$ cat src/design/wrv_pkg.sv
`default_nettype none
// ---------------------------------------------------------------------------
// wrv_pkg
// Shared types and constants of the weighted running variance block.
// ---------------------------------------------------------------------------
package wrv_pkg;

    localparam int VALUE_W = 32;
    localparam int ACC_W   = 48;
    localparam int DEV_W   = 64;

    localparam logic FUNC_PUSH  = 1'b0;
    localparam logic FUNC_CLEAR = 1'b1;

    typedef struct packed {
        logic                      func;
        logic signed [VALUE_W-1:0] value;
        logic [VALUE_W-1:0]        sample_weight;
        logic [VALUE_W-1:0]        count_increment;
    } wrv_in_t;

    typedef struct packed {
        logic [ACC_W-1:0]          sample_count;
        logic [ACC_W-1:0]          total_weight;
        logic signed [VALUE_W-1:0] running_mean;
        logic [DEV_W-1:0]          squared_deviation_sum;
        logic [DEV_W-1:0]          variance;
        logic                      saturated;
    } wrv_out_t;

endpackage
`default_nettype wire

$ cat src/design/wrv_in_if.sv
`default_nettype none
// ---------------------------------------------------------------------------
// wrv_in_if
// Valid/ready channel carrying one sample word.
// ---------------------------------------------------------------------------
interface wrv_in_if;
    logic             valid;
    logic             ready;
    wrv_pkg::wrv_in_t data;

    modport source (output valid, output data, input ready);
    modport sink   (input valid, input data, output ready);
endinterface
`default_nettype wire

$ cat src/design/wrv_out_if.sv
`default_nettype none
// ---------------------------------------------------------------------------
// wrv_out_if
// Valid/ready channel carrying one statistics word.
// ---------------------------------------------------------------------------
interface wrv_out_if;
    logic              valid;
    logic              ready;
    wrv_pkg::wrv_out_t data;

    modport source (output valid, output data, input ready);
    modport sink   (input valid, input data, output ready);
endinterface
`default_nettype wire

$ cat src/design/weighted_running_variance.sv
`default_nettype none
// ---------------------------------------------------------------------------
// weighted_running_variance
// Weighted Welford running mean and variance in fixed point.
// ---------------------------------------------------------------------------
// One word is processed at a time; the result is registered when the
// processing ends and becomes valid in the same cycle that the input is
// ready again. A clear word, or a push that leaves the total weight at zero,
// goes straight to the done state. A push runs a bit-serial multiply, a
// bit-serial divide for the mean step, a step that applies it, a second
// bit-serial multiply and, when the total weight exceeds one, a bit-serial
// divide for the variance. The single shift-and-add multiplier and the single
// restoring divider set the rate. A finished word waits in the output
// register while the next word is taken; a result not yet taken stalls the
// next word in its done state.
module weighted_running_variance (
    input  wire logic   clk,
    input  wire logic   rst_n,
    wrv_in_if.sink      samples,
    wrv_out_if.source   results
);
    import wrv_pkg::*;

    localparam logic [2:0] ST_IDLE = 3'd0;
    localparam logic [2:0] ST_MUL1 = 3'd1;
    localparam logic [2:0] ST_DIV1 = 3'd2;
    localparam logic [2:0] ST_MEAN = 3'd3;
    localparam logic [2:0] ST_MUL2 = 3'd4;
    localparam logic [2:0] ST_DIV2 = 3'd5;
    localparam logic [2:0] ST_DONE = 3'd6;

    localparam int PROD_W = DEV_W + VALUE_W + 1;

    logic [2:0]                state_reg, state_next;
    logic [6:0]                step_reg, step_next;
    logic [ACC_W-1:0]          cnt_reg, cnt_next;
    logic [ACC_W-1:0]          wgt_reg, wgt_next;
    logic signed [VALUE_W-1:0] mean_reg, mean_next;
    logic [DEV_W-1:0]          dev_reg, dev_next;
    logic                      ovf_reg, ovf_next;
    logic signed [VALUE_W-1:0] val_reg, val_next;
    logic                      neg_reg, neg_next;
    logic [DEV_W-1:0]          p_reg, p_next;
    logic [DEV_W-1:0]          var_reg, var_next;
    logic [PROD_W-1:0]         acc_reg, acc_next;
    logic [DEV_W-1:0]          mcand_reg, mcand_next;
    logic [VALUE_W-1:0]        mplier_reg, mplier_next;
    logic [DEV_W-1:0]          dvd_reg, dvd_next;
    logic [ACC_W-1:0]          rem_reg, rem_next;
    logic                      ovalid_reg, ovalid_next;
    wrv_out_t                  odata_reg, odata_next;

    logic                      accept;
    logic [ACC_W:0]            cnt_sum, wgt_sum;
    logic [ACC_W-1:0]          wgt_new;
    logic [VALUE_W:0]          diff1, diff2, nm;
    logic [VALUE_W-1:0]        mag1, mag2;
    logic [PROD_W-1:0]         acc_step;
    logic [ACC_W:0]            rem_sh, rem_sub;
    logic [DEV_W:0]            dev_sum;
    logic [DEV_W-1:0]          incr;
    logic                      incr_ovf;
    logic                      dev_sat;
    logic [DEV_W-1:0]          dev_new;

    assign samples.ready = (state_reg == ST_IDLE);
    assign accept        = samples.valid && samples.ready;
    assign results.valid = ovalid_reg;
    assign results.data  = odata_reg;

    // Shared datapath pieces
    always_comb
    begin
        cnt_sum  = {1'b0, cnt_reg}
                   + {{(ACC_W-VALUE_W+1){1'b0}}, samples.data.count_increment};
        wgt_sum  = {1'b0, wgt_reg}
                   + {{(ACC_W-VALUE_W+1){1'b0}}, samples.data.sample_weight};
        wgt_new  = wgt_sum[ACC_W] ? {ACC_W{1'b1}} : wgt_sum[ACC_W-1:0];
        diff1    = {samples.data.value[VALUE_W-1], samples.data.value}
                   - {mean_reg[VALUE_W-1], mean_reg};
        mag1     = diff1[VALUE_W] ? VALUE_W'(-diff1) : diff1[VALUE_W-1:0];
        acc_step = {acc_reg[PROD_W-2:0], 1'b0}
                   + (mplier_reg[VALUE_W-1] ? {{(PROD_W-DEV_W){1'b0}}, mcand_reg}
                                            : {PROD_W{1'b0}});
        rem_sh   = {rem_reg, dvd_reg[DEV_W-1]};
        rem_sub  = rem_sh - {1'b0, wgt_reg};
        nm       = neg_reg ? {mean_reg[VALUE_W-1], mean_reg} - {1'b0, dvd_reg[VALUE_W-1:0]}
                           : {mean_reg[VALUE_W-1], mean_reg} + {1'b0, dvd_reg[VALUE_W-1:0]};
        diff2    = {val_reg[VALUE_W-1], val_reg} - nm;
        mag2     = diff2[VALUE_W] ? VALUE_W'(-diff2) : diff2[VALUE_W-1:0];
        incr_ovf = (acc_step[PROD_W-1:DEV_W] != '0);
        incr     = incr_ovf ? {DEV_W{1'b1}} : acc_step[DEV_W-1:0];
        dev_sum  = {1'b0, dev_reg} + {1'b0, incr};
        dev_sat  = incr_ovf || dev_sum[DEV_W];
        dev_new  = dev_sat ? {DEV_W{1'b1}} : dev_sum[DEV_W-1:0];
    end

    // Sequencer
    always_comb
    begin
        state_next  = state_reg;
        step_next   = step_reg;
        cnt_next    = cnt_reg;
        wgt_next    = wgt_reg;
        mean_next   = mean_reg;
        dev_next    = dev_reg;
        ovf_next    = ovf_reg;
        val_next    = val_reg;
        neg_next    = neg_reg;
        p_next      = p_reg;
        var_next    = var_reg;
        acc_next    = acc_reg;
        mcand_next  = mcand_reg;
        mplier_next = mplier_reg;
        dvd_next    = dvd_reg;
        rem_next    = rem_reg;
        ovalid_next = ovalid_reg;
        odata_next  = odata_reg;

        // drop the output word once taken
        if (ovalid_reg && results.ready)
        begin
            ovalid_next = 1'b0;
        end

        case (state_reg)
            ST_IDLE:
            begin
                if (accept)
                begin
                    var_next = '0;
                    if (samples.data.func == FUNC_CLEAR)
                    begin
                        cnt_next   = '0;
                        wgt_next   = '0;
                        mean_next  = '0;
                        dev_next   = '0;
                        ovf_next   = 1'b0;
                        state_next = ST_DONE;
                    end
                    else
                    begin
                        cnt_next = cnt_sum[ACC_W] ? {ACC_W{1'b1}} : cnt_sum[ACC_W-1:0];
                        wgt_next = wgt_new;
                        if (cnt_sum[ACC_W] || wgt_sum[ACC_W])
                        begin
                            ovf_next = 1'b1;
                        end
                        val_next    = samples.data.value;
                        neg_next    = diff1[VALUE_W];
                        acc_next    = '0;
                        mcand_next  = {{(DEV_W-VALUE_W){1'b0}}, samples.data.sample_weight};
                        mplier_next = mag1;
                        step_next   = 7'(VALUE_W - 1);
                        state_next  = (wgt_new == '0) ? ST_DONE : ST_MUL1;
                    end
                end
            end
            ST_MUL1, ST_MUL2:
            begin
                acc_next    = acc_step;
                mplier_next = {mplier_reg[VALUE_W-2:0], 1'b0};
                step_next   = step_reg - 7'd1;
                if (step_reg == '0)
                begin
                    if (state_reg == ST_MUL1)
                    begin
                        // product weight * |value - mean|; divide by total weight
                        p_next     = acc_step[DEV_W-1:0];
                        dvd_next   = acc_step[DEV_W-1:0];
                        rem_next   = '0;
                        step_next  = 7'(DEV_W - 1);
                        state_next = ST_DIV1;
                    end
                    else
                    begin
                        // accumulate the weighted squared deviation
                        dev_next = dev_new;
                        if (dev_sat)
                        begin
                            ovf_next = 1'b1;
                        end
                        dvd_next   = dev_new;
                        rem_next   = '0;
                        step_next  = 7'(DEV_W - 1);
                        state_next = (wgt_reg > {{(ACC_W-1){1'b0}}, 1'b1}) ? ST_DIV2 : ST_DONE;
                    end
                end
            end
            ST_DIV1, ST_DIV2:
            begin
                rem_next  = rem_sub[ACC_W] ? rem_sh[ACC_W-1:0] : rem_sub[ACC_W-1:0];
                dvd_next  = {dvd_reg[DEV_W-2:0], ~rem_sub[ACC_W]};
                step_next = step_reg - 7'd1;
                if (step_reg == '0)
                begin
                    if (state_reg == ST_DIV1)
                    begin
                        state_next = ST_MEAN;
                    end
                    else
                    begin
                        var_next   = {dvd_reg[DEV_W-2:0], ~rem_sub[ACC_W]};
                        state_next = ST_DONE;
                    end
                end
            end
            ST_MEAN:
            begin
                // apply the mean step, then multiply by |value - new mean|
                mean_next   = nm[VALUE_W-1:0];
                acc_next    = '0;
                mcand_next  = p_reg;
                mplier_next = mag2;
                step_next   = 7'(VALUE_W - 1);
                state_next  = ST_MUL2;
            end
            ST_DONE:
            begin
                if (!ovalid_reg || results.ready)
                begin
                    ovalid_next                      = 1'b1;
                    odata_next.sample_count          = cnt_reg;
                    odata_next.total_weight          = wgt_reg;
                    odata_next.running_mean          = mean_reg;
                    odata_next.squared_deviation_sum = dev_reg;
                    odata_next.variance              = var_reg;
                    odata_next.saturated             = ovf_reg;
                    state_next                       = ST_IDLE;
                end
            end
            default:
            begin
                state_next = ST_IDLE;
            end
        endcase
    end

    always_ff @(posedge clk or negedge rst_n)
    begin
        if (!rst_n)
        begin
            state_reg  <= ST_IDLE;
            step_reg   <= '0;
            cnt_reg    <= '0;
            wgt_reg    <= '0;
            mean_reg   <= '0;
            dev_reg    <= '0;
            ovf_reg    <= 1'b0;
            ovalid_reg <= 1'b0;
        end
        else
        begin
            state_reg  <= state_next;
            step_reg   <= step_next;
            cnt_reg    <= cnt_next;
            wgt_reg    <= wgt_next;
            mean_reg   <= mean_next;
            dev_reg    <= dev_next;
            ovf_reg    <= ovf_next;
            ovalid_reg <= ovalid_next;
        end
    end

    always_ff @(posedge clk)
    begin
        val_reg    <= val_next;
        neg_reg    <= neg_next;
        p_reg      <= p_next;
        var_reg    <= var_next;
        acc_reg    <= acc_next;
        mcand_reg  <= mcand_next;
        mplier_reg <= mplier_next;
        dvd_reg    <= dvd_next;
        rem_reg    <= rem_next;
        odata_reg  <= odata_next;
    end

endmodule
`default_nettype wire

$ cat src/flat_wrapper.sv
// flat-port wrapper written by rule: the top's interface ports become plain ports
module weighted_running_variance_flat import wrv_pkg::*;
  (clk, rst_n, samples_valid, samples_data, samples_ready, results_valid, results_data, results_ready);
  wrv_in_if samples_i ();
  wrv_out_if results_i ();
  input  wire logic clk;
  input  wire logic rst_n;
  input wire logic [$bits(samples_i.valid)-1:0] samples_valid;
  input wire logic [$bits(samples_i.data)-1:0] samples_data;
  output wire logic [$bits(samples_i.ready)-1:0] samples_ready;
  output wire logic [$bits(results_i.valid)-1:0] results_valid;
  output wire logic [$bits(results_i.data)-1:0] results_data;
  input wire logic [$bits(results_i.ready)-1:0] results_ready;
  assign samples_i.valid = samples_valid;
  assign samples_i.data = samples_data;
  assign samples_ready = samples_i.ready;
  assign results_valid = results_i.valid;
  assign results_data = results_i.data;
  assign results_i.ready = results_ready;
  weighted_running_variance u_core (.clk(clk), .rst_n(rst_n), .samples(samples_i), .results(results_i));
endmodule
$ cat config.mk
export PLATFORM = sky130hd
export DESIGN_NAME = weighted_running_variance_flat
export DESIGN_NICKNAME = d
export VERILOG_FILES = /design/src/design/wrv_pkg.sv /design/src/design/wrv_in_if.sv /design/src/design/wrv_out_if.sv /design/src/design/weighted_running_variance.sv /design/src/flat_wrapper.sv
export SDC_FILE = /design/constraint.sdc
export NUM_CORES = 2
export LEC_CHECK = 0
export BUFFER_PORTS_ARGS = -buffer_cell sky130_fd_sc_hd__buf_2
export CELL_PAD_IN_SITES_DETAIL_PLACEMENT = 1
export CELL_PAD_IN_SITES_GLOBAL_PLACEMENT = 1
export CORE_MARGIN = 2
export CORE_UTILIZATION = 43
export CTS_CLUSTER_DIAMETER = 80
export DETAILED_ROUTE_END_ITERATION = 8
export PLACE_DENSITY = 0.83
export SLEW_MARGIN = 20
export SYNTH_ARGS = -nofsm -noshare
export SYNTH_HDL_FRONTEND = slang
export SYNTH_SLANG_ARGS = --single-unit
$ cat constraint.sdc
create_clock -name clk -period 22.9 [get_ports clk]
set_clock_uncertainty 0.2 [all_clocks]
set_input_delay 2.29 -clock clk [delete_from_list [all_inputs] [get_ports clk]]
set_output_delay 2.29 -clock clk [all_outputs]
set_load 0.1 [all_outputs]
* Word-level counts from Yosys, hierarchy flattened
Cells that the tools add are included. W data, S select, Z words.
Word-level totals: bits in latches 0, flip-flop bits (word level) 926, word-level logic and storage cells 146, bits in writable memories 0, memories 0, bits in read-only memories 0
Operators by class: mux-type cells 61, $lt $le $gt $ge 1, add/sub/neg operators 12, bitwise operators 2, div/mod/pow operators 0, reductions and logical operators 31, shifts and indexed selects 0, equal/unequal tests 16, multiply operators 0
Operator list (count):
- $mux W64 | 14
- $pmux W64 S2 | 4
- $mux W48 | 6
- $pmux W96 S3 | 1
- $mux W32 | 6
- $mux W96 | 2
- $add A48 B32 Y49 | 2
- $add A97 B64 Y97 | 1
- $pmux W32 S3 | 1
- $pmux W48 S2 | 1
- $add A64 B64 Y65 | 1
- $neg A32 Y32 | 2
- $pmux W32 S2 | 1
- $sub A49 B48 Y49 | 1
- $gt A48 B1 Y1 const B | 1
- $logic_not A48 Y1 | 1
- $add A33 B32 Y33 | 1
- $mux W33 | 1
- $reduce_bool A33 Y1 | 1
- $sub A32 B32 Y33 | 1
- $sub A33 B32 Y33 | 1
- $sub A33 B33 Y33 | 1
- $pmux W7 S4 | 1
- $mux W3 | 8
- 27 further kinds | 63

* Longest topological paths before layout
word-level depth 10, depth in mapped cells 40

* Worst setup path before layout
OpenSTA, ideal clock, no wires.
kind input-to-reg, from input results_ready, to register u_core.odata_reg (netlist bit u_core.results.data[0]) (enable), path buffers 0, cell stages on the path 2, arrival 19661 ps, library setup time 1192 ps, required time 21508 ps, setup slack 1847 ps, cells stage by stage nor2b_1 -> nor3_1
Between the ends: longest elaborated chain between the ends 2
RTL lines:
- start: declaration | line flat_wrapper.sv:13 | input wire logic [$bits(results_i.ready)-1:0] results_ready;
- $logic_or A1 B1 Y1 | line weighted_running_variance.sv:220 | if (!ovalid_reg || results.ready)
- $reduce_and A2 Y1 (no line)
- end signal: assignment | line weighted_running_variance.sv:276 | odata_reg <= odata_next;
- end: declaration | line weighted_running_variance.sv:51 | wrv_out_t odata_reg, odata_next;
No other way between the ends. A chain may end at the register's enable or synchronous reset.

* Worst setup path after layout
from register u_core.mplier_reg[31], to register u_core.dvd_reg[28] (data pin)
Between the ends: longest elaborated chain between the ends 10
RTL lines:
- start: declaration | line weighted_running_variance.sv:47 | logic [VALUE_W-1:0] mplier_reg, mplier_next;
- start signal: assignment | line weighted_running_variance.sv:273 | mplier_reg <= mplier_next;
- $mux W64 (*) | line weighted_running_variance.sv:83 | + (mplier_reg[VALUE_W-1] ? {{(PROD_W-DEV_W){1'b0}}, mcand_reg}
- $add A97 B64 Y97 (*) | line weighted_running_variance.sv:83
- $reduce_bool A33 Y1 | line weighted_running_variance.sv:91 | incr_ovf = (acc_step[PROD_W-1:DEV_W] != '0);
- $mux W64 | line weighted_running_variance.sv:92 | incr = incr_ovf ? {DEV_W{1'b1}} : acc_step[DEV_W-1:0];
- $add A64 B64 Y65 | line weighted_running_variance.sv:93 | dev_sum = {1'b0, dev_reg} + {1'b0, incr};
- $logic_or A1 B1 Y1 | line weighted_running_variance.sv:94 | dev_sat = incr_ovf || dev_sum[DEV_W];
- $mux W64 | line weighted_running_variance.sv:95 | dev_new = dev_sat ? {DEV_W{1'b1}} : dev_sum[DEV_W-1:0];
- $mux W64 (*) | line weighted_running_variance.sv:166 | if (state_reg == ST_MUL1)
- $mux W64 (*) | line weighted_running_variance.sv:164 | if (step_reg == '0)
- $pmux W64 S2 (*) | line weighted_running_variance.sv:126 | case (state_reg)
- via u_core.dvd_next[28] | line weighted_running_variance.sv:48 | logic [DEV_W-1:0] dvd_reg, dvd_next;
- end signal: assignment | line weighted_running_variance.sv:274 | dvd_reg <= dvd_next;
- end: declaration | line weighted_running_variance.sv:48
The timed path passes the listed nets; every way through them passes the cells marked *. The select of a mux whose other input is x is not followed.

==> results.ini <==
[sta]
setup_tns_ns = 0
rsz0062_at_grt = false
fin_crit_ns = 11.33
worst_pin_slew_ns = 1.10
slew_viol_final = 0
fin_crit_sh_pct = 49.5
hold_violations = 0
setup-violations-final = 0
holdWs_ns = 0.218
max-slew-margin-rel_pct = 24.8
fmax_ghz = 0.0882

[synth]
synthAdderAreaFrac_pct = 7.90
synthMuxAreaShare_pct = 0.355
synth_seq_cells = 926
synth_flop_cell = edfxtp_1
yosys.area.top_type = edfxtp_1
synth.distinct_cells = 94
postSynthAreaPerCell_sq_um = 9.76
seq_area_frac_synth_pct = 48.1
syn_area_sq_um = 55700
synth_compound_area_share_pct = 17.3
synth_top_family_by_area = compound AO/OA/AOI/OAI gates
synth_edf_count = 722
yosys-top-cells-count = nand2_1 (754), edfxtp_1 (722), a21oi_1 (440), nor2_1 (440), o21ai_0 (435)
synth_nets = 6157
synth-simple-area-share_pct = 16.0
yosysMostFrequentCell = nand2_1
yosys_warnings = 0
synth_xor_area_share_pct = 6.70
synthCells = 5709
synth.area.top_cells = edfxtp_1 (39%), dfrtp_1 (9.2%), ha_1 (7.6%)
ys_async_sr_fraction_pct = 22.0
synth_top_area_share_pct = 38.9

[min_path]
min_path_type = reg -> reg

[cts]
clock_sink_count = 926
clk_pin_slew_worst_paths_ns = 0.06
clock_latency_ns = 0.75
tritoncts = done
cts_max_path_buffers = 3
h-tree-depth = 3
post_cts_buffers = 0
cts_resized = 0
cts_hold_buf = 0
root_buffer = clkbuf_16
numCtsBuffers = 106

[drt]
post_drt_wl_per_cell_um = 23.9
route.met3.wl_um = 12600
drt_iter0_drc = 3970
dr.pass1.iters = 8
wl_met2_um = 86700
ant_nets = 0
drc = 0
m1WireLength_um = 81200
dr_total_vias = 46700
wl_um = 187000
vias_per_cell = 5.96
highest_layer = met5

[grt]
grt_pass1_vias = 47900
antenna_found_initial = 11
grt_max_degree = 173
grt_pass1_wl_um = 287000
grt_usage_pct = 27.8
overflow = 0

[final_layout]
nNetsFinal = 6447
area_growth_pct = 13.0
finalNonFillerCells = 7837
largest_reg_flops = 257
drive_above_1_share_pct = 10.8

[setup_path]
required_ns = 23.16
crit_arrival_ns = 11.60
worstSetupPathType = reg -> reg
max_stage_delay_ns = 0.89
start_kind = flip-flop
cp_max_fo = 64
critical_path.slowest_cell = and4_2
crit_top_cell = buf_4
cp-end-kind = flip-flop

[die]
start_util_pct = 43.2
rows = 132
die_height_um = 364
dieArea_sq_um = 132000
io_pins = 360
dieWidth_um = 364
core-area_sq_um = 129000

[run]
maxCapViolCount = 0

[placed_design]
dpl.cell_count = 7632
place.gp.congestion = 0.947
place_hpwl_um = 136000
portBuffers = 359

[run_status]
status = complete, no violations

-- kinds of logic (layout without fill, tap and decap cells) --
| family | count (synthesis) | count (layout) |
|---|---|---|
| buffers and inverters | 544 | 928 |
| flip-flops | 926 | 926 |
| AND/OR/NAND/NOR | 1915 | 1915 |
| multiplexers | 19 | 19 |
| XOR/XNOR | 426 | 426 |
| AO/OA/AOI/OAI | 1532 | 1532 |
| other | 0 | 2 |
| adder cells (fa/ha/maj) | 347 | 347 |
-- layer usage --
metal	global-route usage (%)	vias up
met2	45.1	1621
met5	0	-
met1	37.4	23500
met4	10.7	4
met3	4.34	350
li1	-	21200
-- critical path: cells and delay by family, from the launching register on --
family          cells  cell delay (ns)
flops               1             0.33
simple gates       10             3.10
fa+ha+maj           3             0.94
compound gates     16             4.53
buf+inv             5             1.78
-- metrics by stage --
| step | setup slack (ns) | util (%) | area (sq um) |
|---|---|---|---|
| 2_1_floorplan | 1.85 | - | 55700 |
| 3_3_place_gp | 12.19 | 46.0 | 59300 |
| 3_5_place_dp | 11.78 | 46.0 | 59300 |
| 4_1_cts | 11.70 | 48.8 | 62900 |
| 5_1_grt | 11.02 | 48.8 | 62900 |
| 6_report | 11.57 | 48.8 | 62900 |
-- cell usage in the layout (no fill, tap or decap), types with 80 or more instances in the layout --
cell	netlist	layout
edfxtp_1	722	722
nor2_1	440	435
clkbuf_16	0	107
nand4_1	80	80
ha_1	339	339
buf_2	34	358
nor3_1	98	96
xnor2_1	286	284
inv_1	310	309
nand3_1	86	86
nand2_1	754	748
dfrtp_1	204	204
a21oi_1	440	438
xor2_1	140	139
o21ai_0	435	435
and2_1	109	109
a21o_1	160	158
-- area by class of cell --
type | instances | area [sq um]
tap | 1742 | 2180
sequential | 926 | 26800
fill | 14500 | 66000
clock buffer | 134 | 2800
clock inverter | 68 | 751
antenna | 2 | 5.00
inverter | 311 | 1170
multi-input combinational | 4239 | 27000
timing repair buffer | 415 | 2260
-- path summary, 6_finish.rpt --
check	start	endpoint	slack, ns	depth (start not counted)
setup / recovery	u_core.mplier_reg[31]	u_core.dvd_reg[28]	11.57	34
hold / removal	u_core.var_reg[16]	u_core.results.data[17]	0.22	0
setup reg to reg	u_core.mplier_reg[31]	u_core.dvd_reg[28]	11.57	34
hold reg to reg	u_core.var_reg[16]	u_core.results.data[17]	0.22	0
max in group asynchronous	rst_n	u_core.dev_reg[41]	19.50	2
min in group asynchronous	rst_n	u_core.cnt_reg[8]	1.36	1
Power is left out: the tool's default activity adds up to more than one toggle a clock period on the data nets, which glitch-free logic cannot reach.
